## src/sv/tea_pkg.sv

```systemverilog
// Package for the TEA block cipher: constants, payload and key types, round function.
// Used by every module of the block; depends on nothing else.

package tea_pkg;

  localparam int unsigned ROUNDS    = 32;
  localparam int unsigned NUM_CELLS = 2 * ROUNDS;

  localparam logic [31:0] DELTA        = 32'h9e37_79b9;
  localparam logic [31:0] DEC_SUM_INIT = 32'(64'(DELTA) * 64'(ROUNDS));

  localparam int unsigned CFG_AW = 4;

  localparam logic KIND_ENCRYPT = 1'b0;
  localparam logic KIND_DECRYPT = 1'b1;

  typedef enum logic [1:0] {
    REG_KEY_WORD0 = 2'd0,
    REG_KEY_WORD1 = 2'd1,
    REG_KEY_WORD2 = 2'd2,
    REG_KEY_WORD3 = 2'd3
  } tea_reg_idx_t;

  typedef struct packed {
    logic        kind;
    logic [31:0] word_first;
    logic [31:0] word_second;
  } tea_in_t;

  typedef struct packed {
    logic [31:0] result_first;
    logic [31:0] result_second;
  } tea_out_t;

  typedef struct packed {
    logic [31:0] key_word0;
    logic [31:0] key_word1;
    logic [31:0] key_word2;
    logic [31:0] key_word3;
  } tea_key_t;

  typedef struct packed {
    logic        valid;
    logic        kind;
    logic [31:0] w0;
    logic [31:0] w1;
    logic [31:0] sum;
  } tea_stage_t;

  function automatic logic [31:0] tea_mix(input logic [31:0] x, input logic [31:0] sum,
                                          input logic [31:0] ka, input logic [31:0] kb);
    logic [31:0] a;
    logic [31:0] b;
    logic [31:0] c;
    a = (x << 4) + ka;
    b = x + sum;
    c = (x >> 5) + kb;
    return a ^ b ^ c;
  endfunction

endpackage

```

## src/sv/tea_cfg.sv

```systemverilog
// APB-style key register file for the TEA block cipher.
// Depends on tea_pkg for the register indexes and the key type.

module tea_cfg
  import tea_pkg::*;
(
  input  logic              clk,
  input  logic              rst_n,
  input  logic              cfg_psel,
  input  logic              cfg_penable,
  input  logic              cfg_pwrite,
  input  logic [CFG_AW-1:0] cfg_paddr,
  input  logic [31:0]       cfg_pwdata,
  output logic [31:0]       cfg_prdata,
  output logic              cfg_pready,
  output tea_key_t          key
);

  tea_key_t     key_r;
  tea_reg_idx_t idx;
  logic         wr_en;

  assign idx        = tea_reg_idx_t'(cfg_paddr[3:2]);
  assign cfg_pready = 1'b1;
  assign wr_en      = cfg_psel && cfg_penable && cfg_pwrite && cfg_pready;
  assign key        = key_r;

  always_ff @(posedge clk) begin
    if (!rst_n) begin
      key_r <= '0;
    end else if (wr_en) begin
      unique case (idx)
        REG_KEY_WORD0: key_r.key_word0 <= cfg_pwdata;
        REG_KEY_WORD1: key_r.key_word1 <= cfg_pwdata;
        REG_KEY_WORD2: key_r.key_word2 <= cfg_pwdata;
        REG_KEY_WORD3: key_r.key_word3 <= cfg_pwdata;
        default: ;
      endcase
    end
  end

  always_comb begin
    unique case (idx)
      REG_KEY_WORD0: cfg_prdata = key_r.key_word0;
      REG_KEY_WORD1: cfg_prdata = key_r.key_word1;
      REG_KEY_WORD2: cfg_prdata = key_r.key_word2;
      REG_KEY_WORD3: cfg_prdata = key_r.key_word3;
      default:       cfg_prdata = '0;
    endcase
  end

endmodule

```

## config.mk

```make
export PLATFORM = sky130hd
export DESIGN_NAME = tea_cfg
export DESIGN_NICKNAME = d
export VERILOG_FILES = /design/src/sv/tea_pkg.sv /design/src/sv/tea_cfg.sv
export SDC_FILE = /design/constraint.sdc
export NUM_CORES = 1
export LEC_CHECK = 0
export ABC_AREA = 0
export BUFFER_PORTS_ARGS = -buffer_cell sky130_fd_sc_hd__buf_4
export CAP_MARGIN = 20
export CELL_PAD_IN_SITES_DETAIL_PLACEMENT = 0
export CELL_PAD_IN_SITES_GLOBAL_PLACEMENT = 1
export CORE_MARGIN = 8
export CORE_UTILIZATION = 34
export DETAILED_ROUTE_END_ITERATION = 8
export PLACE_DENSITY_LB_ADDON = 0.2
export SETUP_SLACK_MARGIN = 0.2
export SYNTH_ARGS = -nofsm -noshare
export SYNTH_HDL_FRONTEND = slang
export SYNTH_SLANG_ARGS = --single-unit
```

## constraint.sdc

```tcl
create_clock -name clk -period 1.3 [get_ports clk]
set_clock_uncertainty 0.2 [all_clocks]
set_input_delay 0.065 -clock clk [delete_from_list [all_inputs] [get_ports clk]]
set_output_delay 0.065 -clock clk [all_outputs]
set_load 0.01 [all_outputs]
```

=== Word-level counts from Yosys, hierarchy flattened ===
Cells that the tools add are included.

* Register bits after elaboration: 128
* Word-level logic and storage cells: 15
* Input port bits: 41
* Output and inout bits: 161

* Equal/unequal tests: 3
* Reduce and logical (&&, ||, !) cells: 7
* Multiplexer cells: 1

{| class="wikitable"
|+ Operator list
! kind !! count
|-
| $pmux W32 S4 || 1
|-
| $reduce_and A2 Y1 || 4
|-
| $eq A2 B2 Y1 const B || 2
|-
| $eq A2 B1 Y1 const B || 1
|-
| $logic_and A1 B1 Y1 || 2
|-
| $logic_not A2 Y1 || 1
|}

=== Logic depth before layout (Yosys ltp) ===
Gate-level depths: netlist (run 1).

* Depth in word-level cells: 3
* Mapped depth: 6
* Gate-level depth less buffers: 3

=== Worst setup path before layout (run 1) ===
Ideal clock, no wire load.

* Path kind: in2out
* Start point: input port cfg_paddr[3]
* End point: output port cfg_prdata[0]
* Stages: 4
* Path buffers: 3
* Required time: 1.035 ns
* Data arrival time: 1.073 ns
* Setup slack: -0.038 ns
* Cell sequence: buf_4 > buf_2 > buf_2 > mux4_2

* Word-level cells in the longest chain between the ends: 2
* Elaborated cells between the ends (all ways): 5

{| class="wikitable"
|+ RTL lines
! what !! RTL line !! text
|-
| start: declaration || tea_cfg.sv:12 || <nowiki>input logic [CFG_AW-1:0] cfg_paddr,</nowiki>
|-
| $eq A2 B2 Y1 (tied with other cells) || tea_cfg.sv:43 || <nowiki>unique case (idx)</nowiki>
|-
| $pmux W32 S4 * || tea_cfg.sv:43 ||
|-
| end: declaration || tea_cfg.sv:14 || <nowiki>output logic [31:0] cfg_prdata,</nowiki>
|}

Mark *: on every way between the ends. The rest lies on a longest branch, timed or not.

=== Final worst setup path (run 1) ===
* Start point: register key_r (netlist bit key[11])
* End point: output port cfg_prdata[11]

* Word-level cells in the longest chain between the ends: 1

{| class="wikitable"
|+ RTL lines
! what !! RTL line !! text
|-
| start: declaration || tea_cfg.sv:19 || <nowiki>tea_key_t key_r;</nowiki>
|-
| $pmux W32 S4 || tea_cfg.sv:43 ||
|}

Every way passes these cells.

==> impl_metrics.json, run 1 <==
{
  "outcome": "complete, but fails checks",
  "violations": "negative hold slack, negative setup slack",
  "peakVddDrop_uv": 917,
  "netlist_instances": 497,
  "yosysSeqAreaShare_pct": 46.8,
  "layout_commonest_cell": "buf_6",
  "num_vias": 5381,
  "wl_per_cell_um": 18.2,
  "die_y_um": 143,
  "postRouteAntennaNets": 0,
  "synth_nets": 538,
  "io_buffers": 198,
  "ys_ff_latch": 128,
  "cts-root-buf": "clkbuf_16",
  "antenna_found_initial": 0,
  "drc": 0,
  "fp.coreArea_mm2": 0.0158,
  "setup_slack_ns": -0.357,
  "fin_cells": 1143,
  "dp_cells": 953,
  "syn_avg_cell_area_um2": 11.0,
  "syn2layout_area_growth_pct": 99.7,
  "post-route-period-util_pct": 127,
  "start_util_pct": 34.6,
  "crit_slowest_cell": "mux4_2",
  "num_rows": 46,
  "setup_violations": 122,
  "ys_async_sr_fraction_pct": 0,
  "hold_viol": 61,
  "fin_crit_ns": 1.66,
  "rsz0062_at_grt": "true",
  "report.final.slew_viol_count": 0,
  "placed_area_mm2": 0.00773,
  "cp_cell_sequence": "mux4_2 > buf_6",
  "cp_data_arrival_time_ns": 1.39,
  "gp_congestion": 0.743,
  "fin_area_mm2": 0.0109,
  "die_x_um": 143,
  "cts_buffers": 17,
  "end_kind": "output pin",
  "fillers": 1119,
  "ys_types": 16,
  "largest_reg_flops": 128,
  "grt_overflow": 0,
  "max_cap_viol_count": 0,
  "yosysWarnings": 0,
  "syn_area_mm2": 0.00547,
  "setup_tns_ns": -21.62,
  "crit_fanout": 2,
  "h-tree-depth": 4,
  "cts_buffer_depth": 2,
  "clk_pin_slew_worst_paths_ns": 0.06,
  "power_density_mw_per_mm2": 909,
  "dieArea_mm2": 0.0204,
  "clock_latency_ns": 0.42,
  "fmax_mhz": 604,
  "grt_pass1_vias": 5749,
  "via_per_inst": 4.71,
  "nNetsFinal": 955,
  "pre_cts_slack_ns": -0.164,
  "final_cell_mix": "buf_6 (304), nand2_1 (153), mux2i_1 (128), dfxtp_2 (128), buf_4 (92)",
  "worstSetupStartpointType": "flip-flop",
  "slowest_delay_ns": 0.50,
  "grt_usage_pct": 19.6,
  "synth-edff-count": 0,
  "hold_class": "input pin to flip-flop",
  "cts_tree": "yes",
  "total_leakage_power_nw": 5.11,
  "grt_pass1_wl_um": 30700,
  "grt_max_degree": 46,
  "n_antenna_cell": 0,
  "ys.flop_type": "dfxtp_1",
  "drive_above_1_share_pct": 65.6,
  "post-dp-hpwl_um": 13400,
  "cts.sinks": 128,
  "routed_wl_um": 20800,
  "holdWs_ns": -0.0397,
  "drt-initial-drc-count": 237,
  "ioPinCount": 202,
  "critPathKind": "flip-flop to output pin",
  "worst_ep_required_time_ns": 1.03,
  "drt-pass1-iter-count": 4
}
per-stage QoR:
| stage | power [W] | util (%) |
|---|---|---|
| 2_1_floorplan | 0.00447 | - |
| 3_3_place_gp | 0.00482 | 48.8 |
| 3_5_place_dp | 0.00484 | 48.8 |
| 4_1_cts | 0.00992 | 64.8 |
| 5_1_grt | 0.0103 | 69.0 |
| 6_report | 0.00993 | 69.0 |
area by class of cell:
| cell class | instances | area (um2) | share of cell area, % |
|---|---|---|---|
| Timing Repair Buffer | 439 | 4640 | 42.5 |
| Sequential cell | 128 | 2720 | 24.9 |
| Multi-Input combinational cell | 327 | 2680 | 24.5 |
| Clock buffer | 22 | 474 | 4.34 |
| Tap cell | 216 | 270 | 2.47 |
| Clock inverter | 10 | 134 | 1.23 |
| Inverter | 1 | 3.75 | 0.0344 |
routing by layer:
metal  part of all wire [%]  GRT usage (%)  up-vias
li1                       -              -     2546
met1                     40           21.4     2646
met2                     52           34.8      165
met3                    6.8           6.48       24
met4                    1.4           7.16        0
met5                      0              0        -
cells by family (layout without fill, tap and decap cells):
family | count (synthesis) | in the layout | synth area share, %
simple gates | 166 | 166 | 11.7
other cells | 1 | 1 | 0.0686
buf+inv | 42 | 472 | 4.78
flops | 128 | 128 | 46.8
mux | 160 | 160 | 36.6
synthesized netlist by cell type, types with 8 or more instances:
library cell / count / area [um2]
mux4_2: 32 / 721
clkbuf_1: 14 / 52.6
dfxtp_1: 128 / 2560
mux2i_1: 128 / 1280
buf_6: 8 / 90.1
buf_4: 8 / 60.1
nand2_1: 160 / 601
buf_2: 11 / 55.1
power by group:
part	switching (W)	total, W	leakage [nW]	internal (W)
Sequential	0.0000388	0.00402	1.10	0.00398
Clock	0.00176	0.00492	0.296	0.00316
Combinational	0.000438	0.000995	3.72	0.000557
worst paths after layout:
check,from,endpoint,slack [ns],cells after the start
setup / recovery,key[11],cfg_prdata[11],-0.36,2
hold / removal,rst_n,key[48],-0.04,4
setup reg to reg,key[28],key[28],0.17,5
hold reg to reg,key[57],key[57],0.27,2
critical path, delay by kind of cell, from the launching register on:
family / cells / cell delay, ns
muxes: 1 / 0.50
buffers and inverters: 1 / 0.14
DFF: 1 / 0.33
repair_timing:
item,4_1_cts,5_1_grt
hold endpoints to repair,128,15
setup endpoints to repair,160,160
gates resized for setup,379,60
cloned,0,0
setup buffers,67,58
hold buffers,32,1
Power figures use the tool's default switching activity.
==> run 2, diff against run 1 <==
BUFFER_PORTS_ARGS = -buffer_cell sky130_fd_sc_hd__buf_2   (was -buffer_cell sky130_fd_sc_hd__buf_4)
RECOVER_POWER = 100   (was not set)
==> run 2 against run 1 <==
Compared with the run above: the flow finishes with violations (negative setup slack); setup slack gained 0.011 ns; design area down 6.8%; first-iteration DRC count is 5.9% lower; die area unchanged; highest routed layer unchanged; non-clock buffer count fell by 35; register-to-register slack worse by 0.07 ns; via count decreased by 2.9%; critical path depth did not move; combinational power fell by 8.8%; critical path type unchanged; maximum frequency rose by 0.64%; clock power decreased by 4%; utilization shrank 4.7 points.
==> impl_metrics.json, run 2 (same netlist as run 1, synthesis figures left out) <==
{
  "dieArea_mm2": 0.0204,
  "violations": "negative setup slack",
  "drive_above_1_share_pct": 51.6,
  "largest_reg_flops": 128,
  "fmax_mhz": 608,
  "cts_tree": "yes",
  "num_rows": 46,
  "gp_congestion": 0.797,
  "total_power_w": 0.00965,
  "postRouteAntennaNets": 0,
  "syn2layout_area_growth_pct": 86.2,
  "worstSetupStartpointType": "flip-flop",
  "cts_buffer_depth": 2,
  "setup_slack_ns": -0.346,
  "cts-root-buf": "clkbuf_16",
  "worst_ep_required_time_ns": 1.03,
  "grt_pass1_vias": 5424,
  "final_cell_mix": "buf_6 (275), nand2_1 (157), mux2i_1 (128)",
  "cts.sinks": 128,
  "fillers": 1278,
  "start_util_pct": 34.6,
  "nNetsFinal": 920,
  "crit_fanout": 3,
  "hold_class": "input pin to flip-flop",
  "cp_cell_sequence": "mux4_2 > buf_6",
  "die_x_um": 143,
  "clk_pin_slew_worst_paths_ns": 0.06,
  "ioPinCount": 202,
  "fin_crit_ns": 1.65,
  "drt-initial-drc-count": 223,
  "end_kind": "output pin",
  "cp_data_arrival_time_ns": 1.38,
  "total_leakage_power_nw": 4.75,
  "critPathKind": "flip-flop to output pin",
  "via_per_inst": 4.72,
  "hold_viol": 0,
  "utilization_pct": 64.4,
  "grt_overflow": 0,
  "power_density_mw_per_mm2": 947,
  "post-route-period-util_pct": 127,
  "post-dp-hpwl_um": 12300,
  "wl_per_cell_um": 18.5,
  "rsz0062_at_grt": "true",
  "clock_latency_ns": 0.41,
  "grt_pass1_wl_um": 29400,
  "pre_cts_slack_ns": -0.157,
  "cts_buffers": 17,
  "setup_violations": 51,
  "h-tree-depth": 4,
  "layout_commonest_cell": "buf_6",
  "report.final.slew_viol_count": 0,
  "fp.coreArea_mm2": 0.0158,
  "drt-pass1-iter-count": 4,
  "setup_tns_ns": -10.66,
  "slowest_delay_ns": 0.49,
  "drc": 0,
  "holdWs_ns": 0.0140,
  "crit_slowest_cell": "mux4_2",
  "worst-path-buf-inv": 1,
  "num_vias": 5225,
  "grt_max_degree": 82,
  "peakVddDrop_uv": 852,
  "antenna_found_initial": 2,
  "routed_wl_um": 20500,
  "cp_top_family": "multiplexers",
  "grt_usage_pct": 18.8,
  "die_y_um": 143,
  "io_buffers": 198,
  "outcome": "complete, but fails checks",
  "max_cap_viol_count": 0
}
## run 2: final timing paths
path	startpoint	to	slack (ns)	cells after the start
hold / removal	rst_n	key[50]	0.01	4
hold reg to reg	key[99]	key[99]	0.27	2
setup / recovery	key[12]	cfg_prdata[12]	-0.35	2
setup reg to reg	key[120]	key[120]	0.10	6
## run 2: final cells by class
cell class              instances  area [um2]  area share [%]
flip-flops and latches        128        2600            25.5
multi-input cells             327        2650            26.0
clock buffers                  25         505            4.96
repair buffers                404        4080            40.0
clock inverters                 5        77.6           0.762
well taps                     216         270            2.65
inverters                       1        3.75          0.0369
diodes                          2        5.00          0.0491
## run 2: power breakdown
part           total, W  internal (W)  switching [W]
clock           0.00472       0.00305        0.00167
combinational  0.000907      0.000482       0.000425
sequential      0.00402       0.00398      0.0000388
total           0.00965       0.00751        0.00214
## run 2: worst register-to-register path: stages, from the launching register on
cell,delay [ns]
dfxtp_2,0.32
buf_4,0.12
buf_6,0.11
buf_4,0.12
buf_6,0.10
nand2_2,0.04
mux2i_1,0.06
## run 2: repair_timing
item / in CTS / in global routing
hold endpoints to repair: 128 / 4
cloned: 0 / 1
endpoints found under the setup margin: 160 / 288
hold buffers: 33 / 1
gates resized for setup: 375 / 46
buffers inserted: 58 / 49
## run 2: through the flow
step	area [um2]	instances
2_1_floorplan	5540	497
3_3_place_gp	7100	935
3_5_place_dp	7100	935
4_1_cts	9900	1056
5_1_grt	10200	1108
6_report	10200	1108
## run 2: per-layer routing
metal	wire length [um]	global-route usage, %	part of all wire [%]	up-vias
li1	-	-	-	2480
met4	372	7.66	1.8	0
met3	1360	6.24	6.7	26
met2	10600	32.8	52	170
met1	8100	20.6	40	2549
met5	0	0	0	-
