<file path="src/sv/tea_pkg.sv">
// Package for the TEA block cipher: constants, payload and key types, round function.
// Used by every module of the block; depends on nothing else.

package tea_pkg;

  localparam int unsigned ROUNDS    = 32;
  localparam int unsigned NUM_CELLS = 2 * ROUNDS;

  localparam logic [31:0] DELTA        = 32'h9e37_79b9;
  localparam logic [31:0] DEC_SUM_INIT = 32'(64'(DELTA) * 64'(ROUNDS));

  localparam int unsigned CFG_AW = 4;

  localparam logic KIND_ENCRYPT = 1'b0;
  localparam logic KIND_DECRYPT = 1'b1;

  typedef enum logic [1:0] {
    REG_KEY_WORD0 = 2'd0,
    REG_KEY_WORD1 = 2'd1,
    REG_KEY_WORD2 = 2'd2,
    REG_KEY_WORD3 = 2'd3
  } tea_reg_idx_t;

  typedef struct packed {
    logic        kind;
    logic [31:0] word_first;
    logic [31:0] word_second;
  } tea_in_t;

  typedef struct packed {
    logic [31:0] result_first;
    logic [31:0] result_second;
  } tea_out_t;

  typedef struct packed {
    logic [31:0] key_word0;
    logic [31:0] key_word1;
    logic [31:0] key_word2;
    logic [31:0] key_word3;
  } tea_key_t;

  typedef struct packed {
    logic        valid;
    logic        kind;
    logic [31:0] w0;
    logic [31:0] w1;
    logic [31:0] sum;
  } tea_stage_t;

  function automatic logic [31:0] tea_mix(input logic [31:0] x, input logic [31:0] sum,
                                          input logic [31:0] ka, input logic [31:0] kb);
    logic [31:0] a;
    logic [31:0] b;
    logic [31:0] c;
    a = (x << 4) + ka;
    b = x + sum;
    c = (x >> 5) + kb;
    return a ^ b ^ c;
  endfunction

endpackage

</file>
<file path="src/sv/tea_cell.sv">
// One half-round cell of the TEA pipeline: updates one word of the block and the running sum.
// Depends on tea_pkg for the stage type and the round function.

module tea_cell
  import tea_pkg::*;
(
  input  logic       clk,
  input  logic       rst_n,
  input  logic       en,
  input  logic       second_half,
  input  tea_key_t   key,
  input  tea_stage_t d,
  output tea_stage_t q
);

  tea_stage_t  q_r;
  tea_stage_t  q_nxt;
  logic        upd_first;
  logic [31:0] x;
  logic [31:0] ka;
  logic [31:0] kb;
  logic [31:0] f;

  // Encryption updates the first word in the first half; decryption in the second half.
  assign upd_first = (d.kind == second_half);
  assign x         = upd_first ? d.w1 : d.w0;
  assign ka        = upd_first ? key.key_word0 : key.key_word2;
  assign kb        = upd_first ? key.key_word1 : key.key_word3;
  assign f         = tea_mix(x, d.sum, ka, kb);

  always_comb begin
    q_nxt = d;
    if (upd_first) begin
      q_nxt.w0 = (d.kind == KIND_DECRYPT) ? d.w0 - f : d.w0 + f;
    end else begin
      q_nxt.w1 = (d.kind == KIND_DECRYPT) ? d.w1 - f : d.w1 + f;
    end
    if (second_half) begin
      q_nxt.sum = (d.kind == KIND_DECRYPT) ? d.sum - DELTA : d.sum + DELTA;
    end
  end

  always_ff @(posedge clk) begin
    if (!rst_n) begin
      q_r.valid <= 1'b0;
    end else if (en) begin
      q_r.valid <= q_nxt.valid;
    end
    if (en) begin
      q_r.kind <= q_nxt.kind;
      q_r.w0   <= q_nxt.w0;
      q_r.w1   <= q_nxt.w1;
      q_r.sum  <= q_nxt.sum;
    end
  end

  assign q = q_r;

endmodule

</file>
<file path="config.mk">
export PLATFORM = sky130hd
export DESIGN_NAME = tea_cell
export DESIGN_NICKNAME = d
export VERILOG_FILES = /design/src/sv/tea_pkg.sv /design/src/sv/tea_cell.sv
export SDC_FILE = /design/constraint.sdc
export NUM_CORES = 1
export LEC_CHECK = 0
export BUFFER_PORTS_ARGS = -buffer_cell sky130_fd_sc_hd__buf_2
export CAP_MARGIN = 15
export CORE_AREA = 5 5 179 181
export CTS_BUF_LIST = sky130_fd_sc_hd__clkbuf_16
export CTS_CLUSTER_SIZE = 30
export DETAILED_ROUTE_END_ITERATION = 8
export DIE_AREA = 0 0 184 186
export PLACE_DENSITY_LB_ADDON = 0.2
export SYNTH_ARGS = -nofsm -noshare
export SYNTH_HDL_FRONTEND = slang
export SYNTH_SLANG_ARGS = --single-unit
export TNS_END_PERCENT = 20
</file>
<file path="constraint.sdc">
create_clock -name clk -period 9.05 [get_ports clk]
set_input_delay 0.905 -clock clk [delete_from_list [all_inputs] [get_ports clk]]
set_output_delay 0.905 -clock clk [all_outputs]
set_load 0.03 [all_outputs]
</file>
# Word level (Yosys, flattened, before mapping)
# Cells that the tools add are included.
# word_totals
regBits	98
inputBits	230
out_inout_bits	98
# classes
add_sub_neg	9
n_mux	9
n_bitwise	2
eq_ne	1
# ops
cell	n
$mux W32	9
$add A32 B32 Y32	4
$sub A32 B32 Y32	2
$xor A32 B32 Y32	2
$add A27 B32 Y32	1
$add A32 B32 Y32 const B	1
$sub A32 B32 Y32 const B	1
$eq A1 B1 Y1	1

# Logic depth before layout (Yosys ltp)
# Gate-level depths: netlist of run 1.
# logic_depth
depth_word	8
mapped_depth	38

# Worst setup path after synthesis of run 1
# OpenSTA, ideal clock, no wires.
# synth_path
kind	input to register
from	in d[96] in the netlist's numbering
to	reg q_r, in the netlist q[61], data pin
setup_slack_ns	0.378
cell_stages	36
arrival_ns	8.407
path_buffers	5
setup_time_ns	0.265
required_time_ns	8.785
cell_sequence	buf_4 xnor2_2 clkbuf_1 clkbuf_1 clkbuf_1 clkbuf_1 nand2_1 nand2_1 ha_1 fa_1 xnor2_1 xnor2_1 xnor2_1 nand3_1 nor4_1 a21oi_1 xnor2_1 ha_1 o21a_1 o21a_1 and3_1 o211ai_1 nand3_1 a41oi_1 nor3_1 mux2_2 o32ai_1 a222oi_1 o221ai_1 a221o_1 a222oi_1 or2_1 or2_1 a31oi_1 xor2_1 o21ai_1
# synth_rtl
element	line_no	source
from (decl)	tea_cell.sv:12	input tea_stage_t d,
to (decl)	tea_cell.sv:16	tea_stage_t q_r;

==> impl_metrics.csv, run 1 <==
group,metric,value,unit
setup_path,cp-end-kind,"flip-flop",
clock_network,cts.reportedPaths.clkPinSlew,0.08,ns
setup_path,timing.critical_path.slowest_cell_delay,0.47,ns
timing,layout_setup_ws,0.5946,ns
setup_path,count_of_buffer_and_inverter_cells_on_the_critical_path,1,
global_routing,grt_start_max_net_pins,56,
global_routing,vias_in_the_first_global_route,14000,
timing,slew_headroom,37.99,%
placed_design,placement.io_buffers,327,
setup_path,crit_arrival,8.56,ns
synthesis,synth_area_leader_cell,"sky130_fd_sc_hd__edfxtp_1",
cells_and_area,number_of_nets_in_the_layout,2550,
die,num_io_pins,328,
routing,avgRoutedWirePerCell,18.46,µm
synthesis,share_of_the_synthesized_area_in_compound_gates_ao_oa_aoi_oai,22.60,%
placed_design,detailedPlacementHpwl,39.03,mm
global_routing,grt.overflow.total,0,
clock_network,clock_insertion_delay_worst_skew,0.37,ns
clock_network,htree_levels,3,
worst_hold_path,hold_class,"reg -> reg",
cells_and_area,number_of_flip_flops_in_the_largest_register,98,
setup_path,cpMaxStageDelayCell,"sky130_fd_sc_hd__a41oi_1",
synthesis,syn-instance-count,1838,
synthesis,syn-cell-area,14810,µm²
die,placeableCoreArea,30270,µm²
timing,tns,0,ns
routing,detail_route.wirelength,47.27,mm
synthesis,postSynthNetCount,2232,
timing,finalHoldViolCount,0,
clock_network,cts.path.max_buffers,2,
die,rows,64,
synthesis,synth_warnings,0,
timing,clock_tree_skew_after_final_layout,0,ns
timing,timing.final.setup_violations,0,
global_routing,grt_first_pass_wirelength,72.86,mm
synthesis,synth_top_family_by_area,"compound AO/OA/AOI/OAI gates",
timing,maxClockFrequency,0.1183,GHz
die,start_util,48.93,%
setup_path,critical_path.max_fanout,5,
pwr,power.ir.vdd_worst,0.2508,mV
pwr,cellPowerDensity,389.5,nW/µm²
die,floorplan.die.height,186,µm
synthesis,average_size_of_a_mapped_cell,8.058,µm²
timing,finalWorstPathRequiredPeriod,8.455,ns
pwr,leakagePower,8.120,nW
synthesis,number_of_library_cell_types_mapped_by_synthesis,93,
setup_path,critical_path_required,9.16,ns
routing,drc_errors,0,
synthesis,synth-main-ff-cell,"sky130_fd_sc_hd__edfxtp_1",
setup_path,cp_top_family,"compound AO/OA/AOI/OAI gates",
synthesis,synthSimpleGateAreaFrac,19.84,%
setup_path,timing.critical_path.from_type,"input port",
cells_and_area,area_growth_syn_to_layout,16.68,%
timing,worstMarginPinSlew,0.9204,ns
placed_design,final_gp_congestion,0.9407,
cells_and_area,layout_commonest_cell,"sky130_fd_sc_hd__nand2_1",
synthesis,yosys.area.top_type_share,19.67,%
synthesis,synth.yosys.seq_area_share,19.80,%
cells_and_area,fraction_of_layout_cells_with_a_size_suffix_above_1,20.45,%
run_status,status,"finished, final reports clean",
timing,fin_hold_ws,0.5320,ns
synthesis,synth_xor_area_share,17.46,%
clock_network,cts_buffers,9,
clock_network,clock-root-buffer,"sky130_fd_sc_hd__clkbuf_16",
placed_design,placement.setup.worst_slack,0.2346,ns
clock_network,ctsHoldBuffers,0,
synthesis,yosys_register_bits,98,
routing,ant_nets,0,
global_routing,antenna_found_initial,3,
synthesis,number_of_enable_flip_flop_cells_after_synthesis,97,
routing,drtPass1Iterations,8,
cells_and_area,most-common-layout-cells,"sky130_fd_sc_hd__nand2_1 (364), sky130_fd_sc_hd__buf_2 (326), sky130_fd_sc_hd__xnor2_1 (173)",
synthesis,post_synth_main_area_contributors,"sky130_fd_sc_hd__edfxtp_1 (20%), sky130_fd_sc_hd__ha_1 (13%), sky130_fd_sc_hd__xnor2_1 (10%), sky130_fd_sc_hd__nand2_1 (9.2%), sky130_fd_sc_hd__a21oi_1 (4.0%)",
timing,maxSlewViolCount,0,
synthesis,synthMuxAreaShare,2.915,%
setup_path,critical_setup_path_class,"in -> reg",
die,dieArea,34220,µm²
die,fp.dieW,184,µm
global_routing,global_router_s_overall_resource_usage,26.54,%
routing,vias,14800,
clock_network,cts_tree,"yes",
synthesis,synth_fa_ha_area_share,14.64,%
clock_network,cts.sink_count,98,
synthesis,synthArstFlopShare,0,%
routing,post_drt_via_cell_ratio,5.780,
timing,rsz_0062_raised_after_global_routing,"false",
run,cap_viol_max_count,0,
timing,final.period_utilization,93.43,%
routing,dr.first_iter.drc_count,1225,
## Yosys cell counts (9+ instances only)
| cell | n |
|---|---|
| sky130_fd_sc_hd__nor3_1 | 34 |
| sky130_fd_sc_hd__o21ai_1 | 11 |
| sky130_fd_sc_hd__nor2_1 | 94 |
| sky130_fd_sc_hd__xnor3_1 | 14 |
| sky130_fd_sc_hd__ha_1 | 158 |
| sky130_fd_sc_hd__or2_2 | 12 |
| sky130_fd_sc_hd__edfxtp_1 | 97 |
| sky130_fd_sc_hd__o21ai_0 | 109 |
| sky130_fd_sc_hd__a21o_1 | 60 |
| sky130_fd_sc_hd__xor2_1 | 59 |
| sky130_fd_sc_hd__a21boi_0 | 10 |
| sky130_fd_sc_hd__xnor2_2 | 9 |
| sky130_fd_sc_hd__o21bai_1 | 15 |
| sky130_fd_sc_hd__and3_1 | 14 |
| sky130_fd_sc_hd__nor2b_1 | 14 |
| sky130_fd_sc_hd__a21oi_1 | 119 |
| sky130_fd_sc_hd__mux2i_1 | 17 |
| sky130_fd_sc_hd__o211ai_1 | 19 |
| sky130_fd_sc_hd__or3_1 | 13 |
| sky130_fd_sc_hd__inv_1 | 57 |
| sky130_fd_sc_hd__o21a_1 | 13 |
| sky130_fd_sc_hd__clkbuf_1 | 36 |
| sky130_fd_sc_hd__o31ai_1 | 13 |
| sky130_fd_sc_hd__mux2_2 | 22 |
| sky130_fd_sc_hd__a31oi_1 | 24 |
| sky130_fd_sc_hd__nand2b_1 | 14 |
| sky130_fd_sc_hd__nand2_1 | 364 |
| sky130_fd_sc_hd__xnor2_1 | 174 |
| sky130_fd_sc_hd__a211oi_1 | 23 |
| sky130_fd_sc_hd__and2_1 | 20 |
| sky130_fd_sc_hd__nand3_1 | 42 |
## cells by family (layout without fill, tap and decap cells)
family | after synthesis | in the layout
XOR/XNOR | 260 | 260
flip-flops | 98 | 98
AO/OA/AOI/OAI | 507 | 507
multiplexers | 40 | 40
adder cells (fa/ha/maj) | 171 | 171
buffers and inverters | 106 | 429
other | 0 | 3
AND/OR/NAND/NOR | 656 | 656
## what timing repair did
item                       4_1_cts  5_1_grt
resized for setup                0        1
hold endpoints to repair         0        0
setup endpoints to repair        0        3
buffers inserted                 0        0
## metrics by stage
| step | std cells | util [%] | total power [mW] | instance area [µm²] |
|---|---|---|---|---|
| 2_1_floorplan | 1838 | - | 5.047 | 14810 |
| 3_5_place_dp | 2541 | 56.13 | 6.204 | 16990 |
| 3_3_place_gp | 2541 | 56.13 | 6.178 | 16990 |
| 4_1_cts | 2557 | 57.04 | 6.670 | 17270 |
| 5_1_grt | 2560 | 57.09 | 7.283 | 17280 |
| 6_report | 2560 | 57.09 | 6.731 | 17280 |
## worst register-to-register path: stages (launching register included)
cell	delay [ns]
sky130_fd_sc_hd__dfxtp_1	0.31
sky130_fd_sc_hd__mux2i_1	0.12
sky130_fd_sc_hd__nor2b_1	0.06
## power breakdown
group | switching (mW) | total (mW) | internal (mW)
combinational | 3.26 | 5.51 | 2.26
clock | 0.199 | 0.388 | 0.189
sequential | 0.0478 | 0.830 | 0.782
total | 3.50 | 6.73 | 3.23
## layout make-up
type | instances | area (µm²)
Clock inverter | 7 | 48.80
Multi-Input combinational cell | 1634 | 11490
Timing Repair Buffer | 355 | 1862
Sequential cell | 98 | 2933
Antenna cell | 3 | 7.507
Tap cell | 396 | 495.5
Inverter | 58 | 217.7
Clock buffer | 9 | 225.2
Fill cell | 2835 | 12990
## per-layer routing
layer / GRT usage (%) / up-vias / share of wire, %
met5: 0 / - / 0
met4: 4.200 / 0 / 0.86
met3: 4.768 / 25 / 8.5
met2: 40.90 / 543 / 44
met1: 39.59 / 6886 / 47
li1: - / 7342 / -
## final timing paths
check             cells after the start  slack (ns)   startpoint  endpoint
hold / removal                        2        0.53        q[97]     q[97]
setup / recovery                     32        0.59  second_half     q[61]
setup reg to reg                      2        8.45        q[97]     q[97]
hold reg to reg                       2        0.53        q[97]     q[97]
Note: power is estimated with default switching activity, not from simulation.
==> run 2, diff against run 1 <==
--- a/config.mk
+++ b/config.mk
@@ -5,14 +5,15 @@
 export SDC_FILE = /design/constraint.sdc
 export NUM_CORES = 1
 export LEC_CHECK = 0
+export ABC_AREA = 1
 export BUFFER_PORTS_ARGS = -buffer_cell sky130_fd_sc_hd__buf_2
 export CAP_MARGIN = 15
-export CORE_AREA = 5 5 179 181
+export CORE_AREA = 5 5 193 195
 export CTS_BUF_LIST = sky130_fd_sc_hd__clkbuf_16
 export CTS_CLUSTER_SIZE = 30
 export DETAILED_ROUTE_END_ITERATION = 8
-export DIE_AREA = 0 0 184 186
-export PLACE_DENSITY_LB_ADDON = 0.2
+export DIE_AREA = 0 0 198 200
+export PLACE_DENSITY = 0.8
 export SYNTH_ARGS = -nofsm -noshare
 export SYNTH_HDL_FRONTEND = slang
 export SYNTH_SLANG_ARGS = --single-unit
==> run 2 against run 1 <==
  * Sequential power fell by 16%
  * Non-clock buffer count fell by 14
  * Power fell by 30%
  * Core utilization fell by 0.98 points
  * Flip-flop and latch count did not move
  * Clock skew did not move
  * Synthesized area rose by 17%
  * Hold slack improved by 0.012 ns
  * Global-route usage rose by 3.8 points
  * Clock power rose by 4%
  * Critical path type unchanged
  * Largest cell class unchanged
  * Highest routed layer unchanged
==> impl_metrics.csv, run 2 <==
group,metric,value,unit
run_status,status,"finished, final reports clean",
clock_network,cts_buffers,9,
setup_path,critical_setup_path_class,"in -> reg",
timing,fin_hold_ws,0.5435,ns
timing,layout_setup_ws,1.325,ns
die,start_util,49.37,%
clock_network,ctsHoldBuffers,0,
setup_path,timing.critical_path.from_type,"input port",
synthesis,postSynthNetCount,3259,
cells_and_area,fraction_of_layout_cells_with_a_size_suffix_above_1,16.33,%
clock_network,cts.sink_count,98,
die,floorplan.die.height,200,µm
setup_path,cpMaxStageDelayCell,"sky130_fd_sc_hd__nand2_4",
routing,detail_route.wirelength,62.44,mm
clock_network,cts_tree,"yes",
setup_path,worst_r2r_endpoint,"q[97]",
setup_path,crit_end,"q[61]",
clock_network,clock-root-buffer,"sky130_fd_sc_hd__clkbuf_16",
pwr,power.ir.vdd_worst,0.1416,mV
synthesis,yosys_register_bits,98,
setup_path,crit_path_start,"second_half",
global_routing,grt_start_max_net_pins,72,
synthesis,yosys.area.top_type_share,22.36,%
cells_and_area,most-common-layout-cells,"sky130_fd_sc_hd__nand2_1 (1036), sky130_fd_sc_hd__inv_1 (340), sky130_fd_sc_hd__buf_2 (326)",
routing,ant_nets,0,
synthesis,yosysMostFrequentCell,"sky130_fd_sc_hd__nand2_1",
setup_path,timing.critical_path.slowest_cell_delay,0.38,ns
timing,maxClockFrequency,0.1295,GHz
clock_network,cts.path.max_buffers,2,
placed_design,detailedPlacementHpwl,52.77,mm
cells_and_area,number_of_nets_in_the_layout,3567,
synthesis,synth_area_leader_cell,"sky130_fd_sc_hd__nand2_1",
timing,worstMarginPinSlew,1.167,ns
synthesis,number_of_library_cell_types_mapped_by_synthesis,61,
timing,tns,0,ns
pwr,cellPowerDensity,237.9,nW/µm²
setup_path,critical_path.max_fanout,66,
routing,post_drt_via_cell_ratio,5.422,
die,rows,69,
global_routing,vias_in_the_first_global_route,17840,
cells_and_area,area_growth_syn_to_layout,13.65,%
clock_network,cts_repair_resize_count,0,
synthesis,yosys-top-cells-count,"sky130_fd_sc_hd__nand2_1 (1036), sky130_fd_sc_hd__inv_1 (340), sky130_fd_sc_hd__nand3_1 (223)",
routing,drtPass1Iterations,8,
clock_network,clock_insertion_delay_worst_skew,0.36,ns
synthesis,syn-instance-count,2865,
worst_hold_path,worst_hold_startpoint,"q[97]",
die,placeableCoreArea,35220,µm²
routing,drc_errors,0,
synthesis,syn-cell-area,17390,µm²
setup_path,critical_path_required,9.18,ns
synthesis,number_of_enable_flip_flop_cells_after_synthesis,97,
setup_path,critical_path.most_common_cell,"sky130_fd_sc_hd__nand2_1",
clock_network,postCtsSetupRepairBufs,0,
pwr,leakagePower,10.94,nW
timing,finalWorstPathRequiredPeriod,7.725,ns
clock_network,cts.reportedPaths.clkPinSlew,0.07,ns
setup_path,crit_arrival,7.85,ns
placed_design,placement.setup.worst_slack,1.055,ns
synthesis,synth-main-ff-cell,"sky130_fd_sc_hd__edfxtp_1",
worst_hold_path,hold-path-cell-count,2,
timing,timing.final.setup_violations,0,
synthesis,average_size_of_a_mapped_cell,6.070,µm²
synthesis,post_synth_main_area_contributors,"sky130_fd_sc_hd__nand2_1 (22%), sky130_fd_sc_hd__edfxtp_1 (17%), sky130_fd_sc_hd__ha_1 (11%), sky130_fd_sc_hd__inv_1 (7.3%), sky130_fd_sc_hd__nand3_1 (6.4%)",
cells_and_area,layout_commonest_cell,"sky130_fd_sc_hd__nand2_1",
timing,final.period_utilization,85.36,%
global_routing,grt.overflow.total,0,
timing,finalHoldViolCount,0,
global_routing,antenna_found_initial,1,
clock_network,htree_levels,3,
global_routing,global_router_s_overall_resource_usage,30.33,%
timing,rsz_0062_raised_after_global_routing,"false",
setup_path,depth_of_the_worst_register_to_register_path,2,
routing,dr.first_iter.drc_count,1934,
die,fp.dieW,198,µm
timing,maxSlewViolCount,0,
setup_path,cp-end-kind,"flip-flop",
timing,slew_headroom,21.36,%
die,num_io_pins,328,
cells_and_area,number_of_flip_flops_in_the_largest_register,98,
run,cap_viol_max_count,0,
setup_path,reg2reg_setup_slack,8.39,ns
routing,vias,19750,
timing,clock_tree_skew_after_final_layout,0,ns
global_routing,grt_first_pass_wirelength,94.91,mm
synthesis,synthArstFlopShare,0,%
routing,avgRoutedWirePerCell,17.14,µm
setup_path,crit-reg2reg-launch,"q[97]",
worst_hold_path,hold_class,"reg -> reg",
placed_design,final_gp_congestion,1.097,
synthesis,synth_warnings,0,
synthesis,synth.yosys.seq_area_share,16.87,%
die,dieArea,39600,µm²
placed_design,placement.io_buffers,327,
[run 2: cell types whose count changed after synthesis, moves of 21 or more]
| cell | delta |
|---|---|
| sky130_fd_sc_hd__nand2_1 | +672 |
| sky130_fd_sc_hd__inv_1 | +283 |
| sky130_fd_sc_hd__nand3_1 | +181 |
| sky130_fd_sc_hd__xnor2_1 | -114 |
| sky130_fd_sc_hd__nor2_1 | +82 |
| sky130_fd_sc_hd__nand2_2 | +63 |
| sky130_fd_sc_hd__a21oi_1 | +58 |
| sky130_fd_sc_hd__a21o_1 | -52 |
| sky130_fd_sc_hd__nand4_1 | +38 |
| sky130_fd_sc_hd__o21ai_0 | +28 |
| sky130_fd_sc_hd__mux2_2 | -22 |
| sky130_fd_sc_hd__xor2_1 | +21 |
[run 2: area by class of cell]
class	count	area (µm²)
fillers	3635	15460
repair buffers	341	1757
inverters	360	1359
multi-input cells	2363	12830
clock buffers	9	225.2
diodes	4	10.01
flip-flops and latches	98	2933
well taps	461	576.8
clock inverters	7	68.82
[run 2: cell families after synthesis]
kind of cell,after synthesis,synth area share [%]
xor+xnor,142,7.318
mux,5,0.2878
simple gates,1658,41.84
buf+inv,404,9.332
flops,98,16.87
compound gates,394,12.30
fa+ha+maj,164,12.06
[run 2: worst min-delay path by stage]
stage / endpoint / slack [ns]
after detailed placement: q[97] / 0.54
after global routing: q[97] / 0.66
after floorplan: q[97] / 0.66
final: q[97] / 0.54
after CTS: q[97] / 0.55
after global placement: q[97] / 0.53
[run 2: worst max-delay path: cells and delay by family]
kind,cells,cell delay [ns]
simple gates,28,3.61
xor+xnor,1,0.17
buf+inv,5,1.21
fa+ha+maj,2,0.72
compound gates,4,1.19
[run 2: layer usage]
layer  vias to the layer above  wire (µm)  global-route usage [%]
li1                       9973          -                       -
met1                      8670      26910                   41.90
met2                       984      26660                   48.05
met3                       127       6452                   4.918
met4                         0       2413                   11.27
met5                         -          0                       0
[run 2: report_power, final]
| part | total (mW) | internal (mW) | switching (mW) | leakage, nW |
|---|---|---|---|---|
| clock | 0.404 | 0.214 | 0.190 | 0.143 |
| sequential | 0.695 | 0.663 | 0.0320 | 0.956 |
| combinational | 3.60 | 1.20 | 2.40 | 9.84 |
[run 2: stage by stage]
step / area [µm²] / util (%) / instances / power [mW]
floorplan: 17390 / - / 2865 / 3.362
global placement: 19460 / 55.24 / 3623 / 4.178
detailed placement: 19460 / 55.24 / 3623 / 4.213
CTS: 19750 / 56.08 / 3639 / 4.639
global route: 19760 / 56.08 / 3640 / 5.128
finish: 19760 / 56.11 / 3643 / 4.702
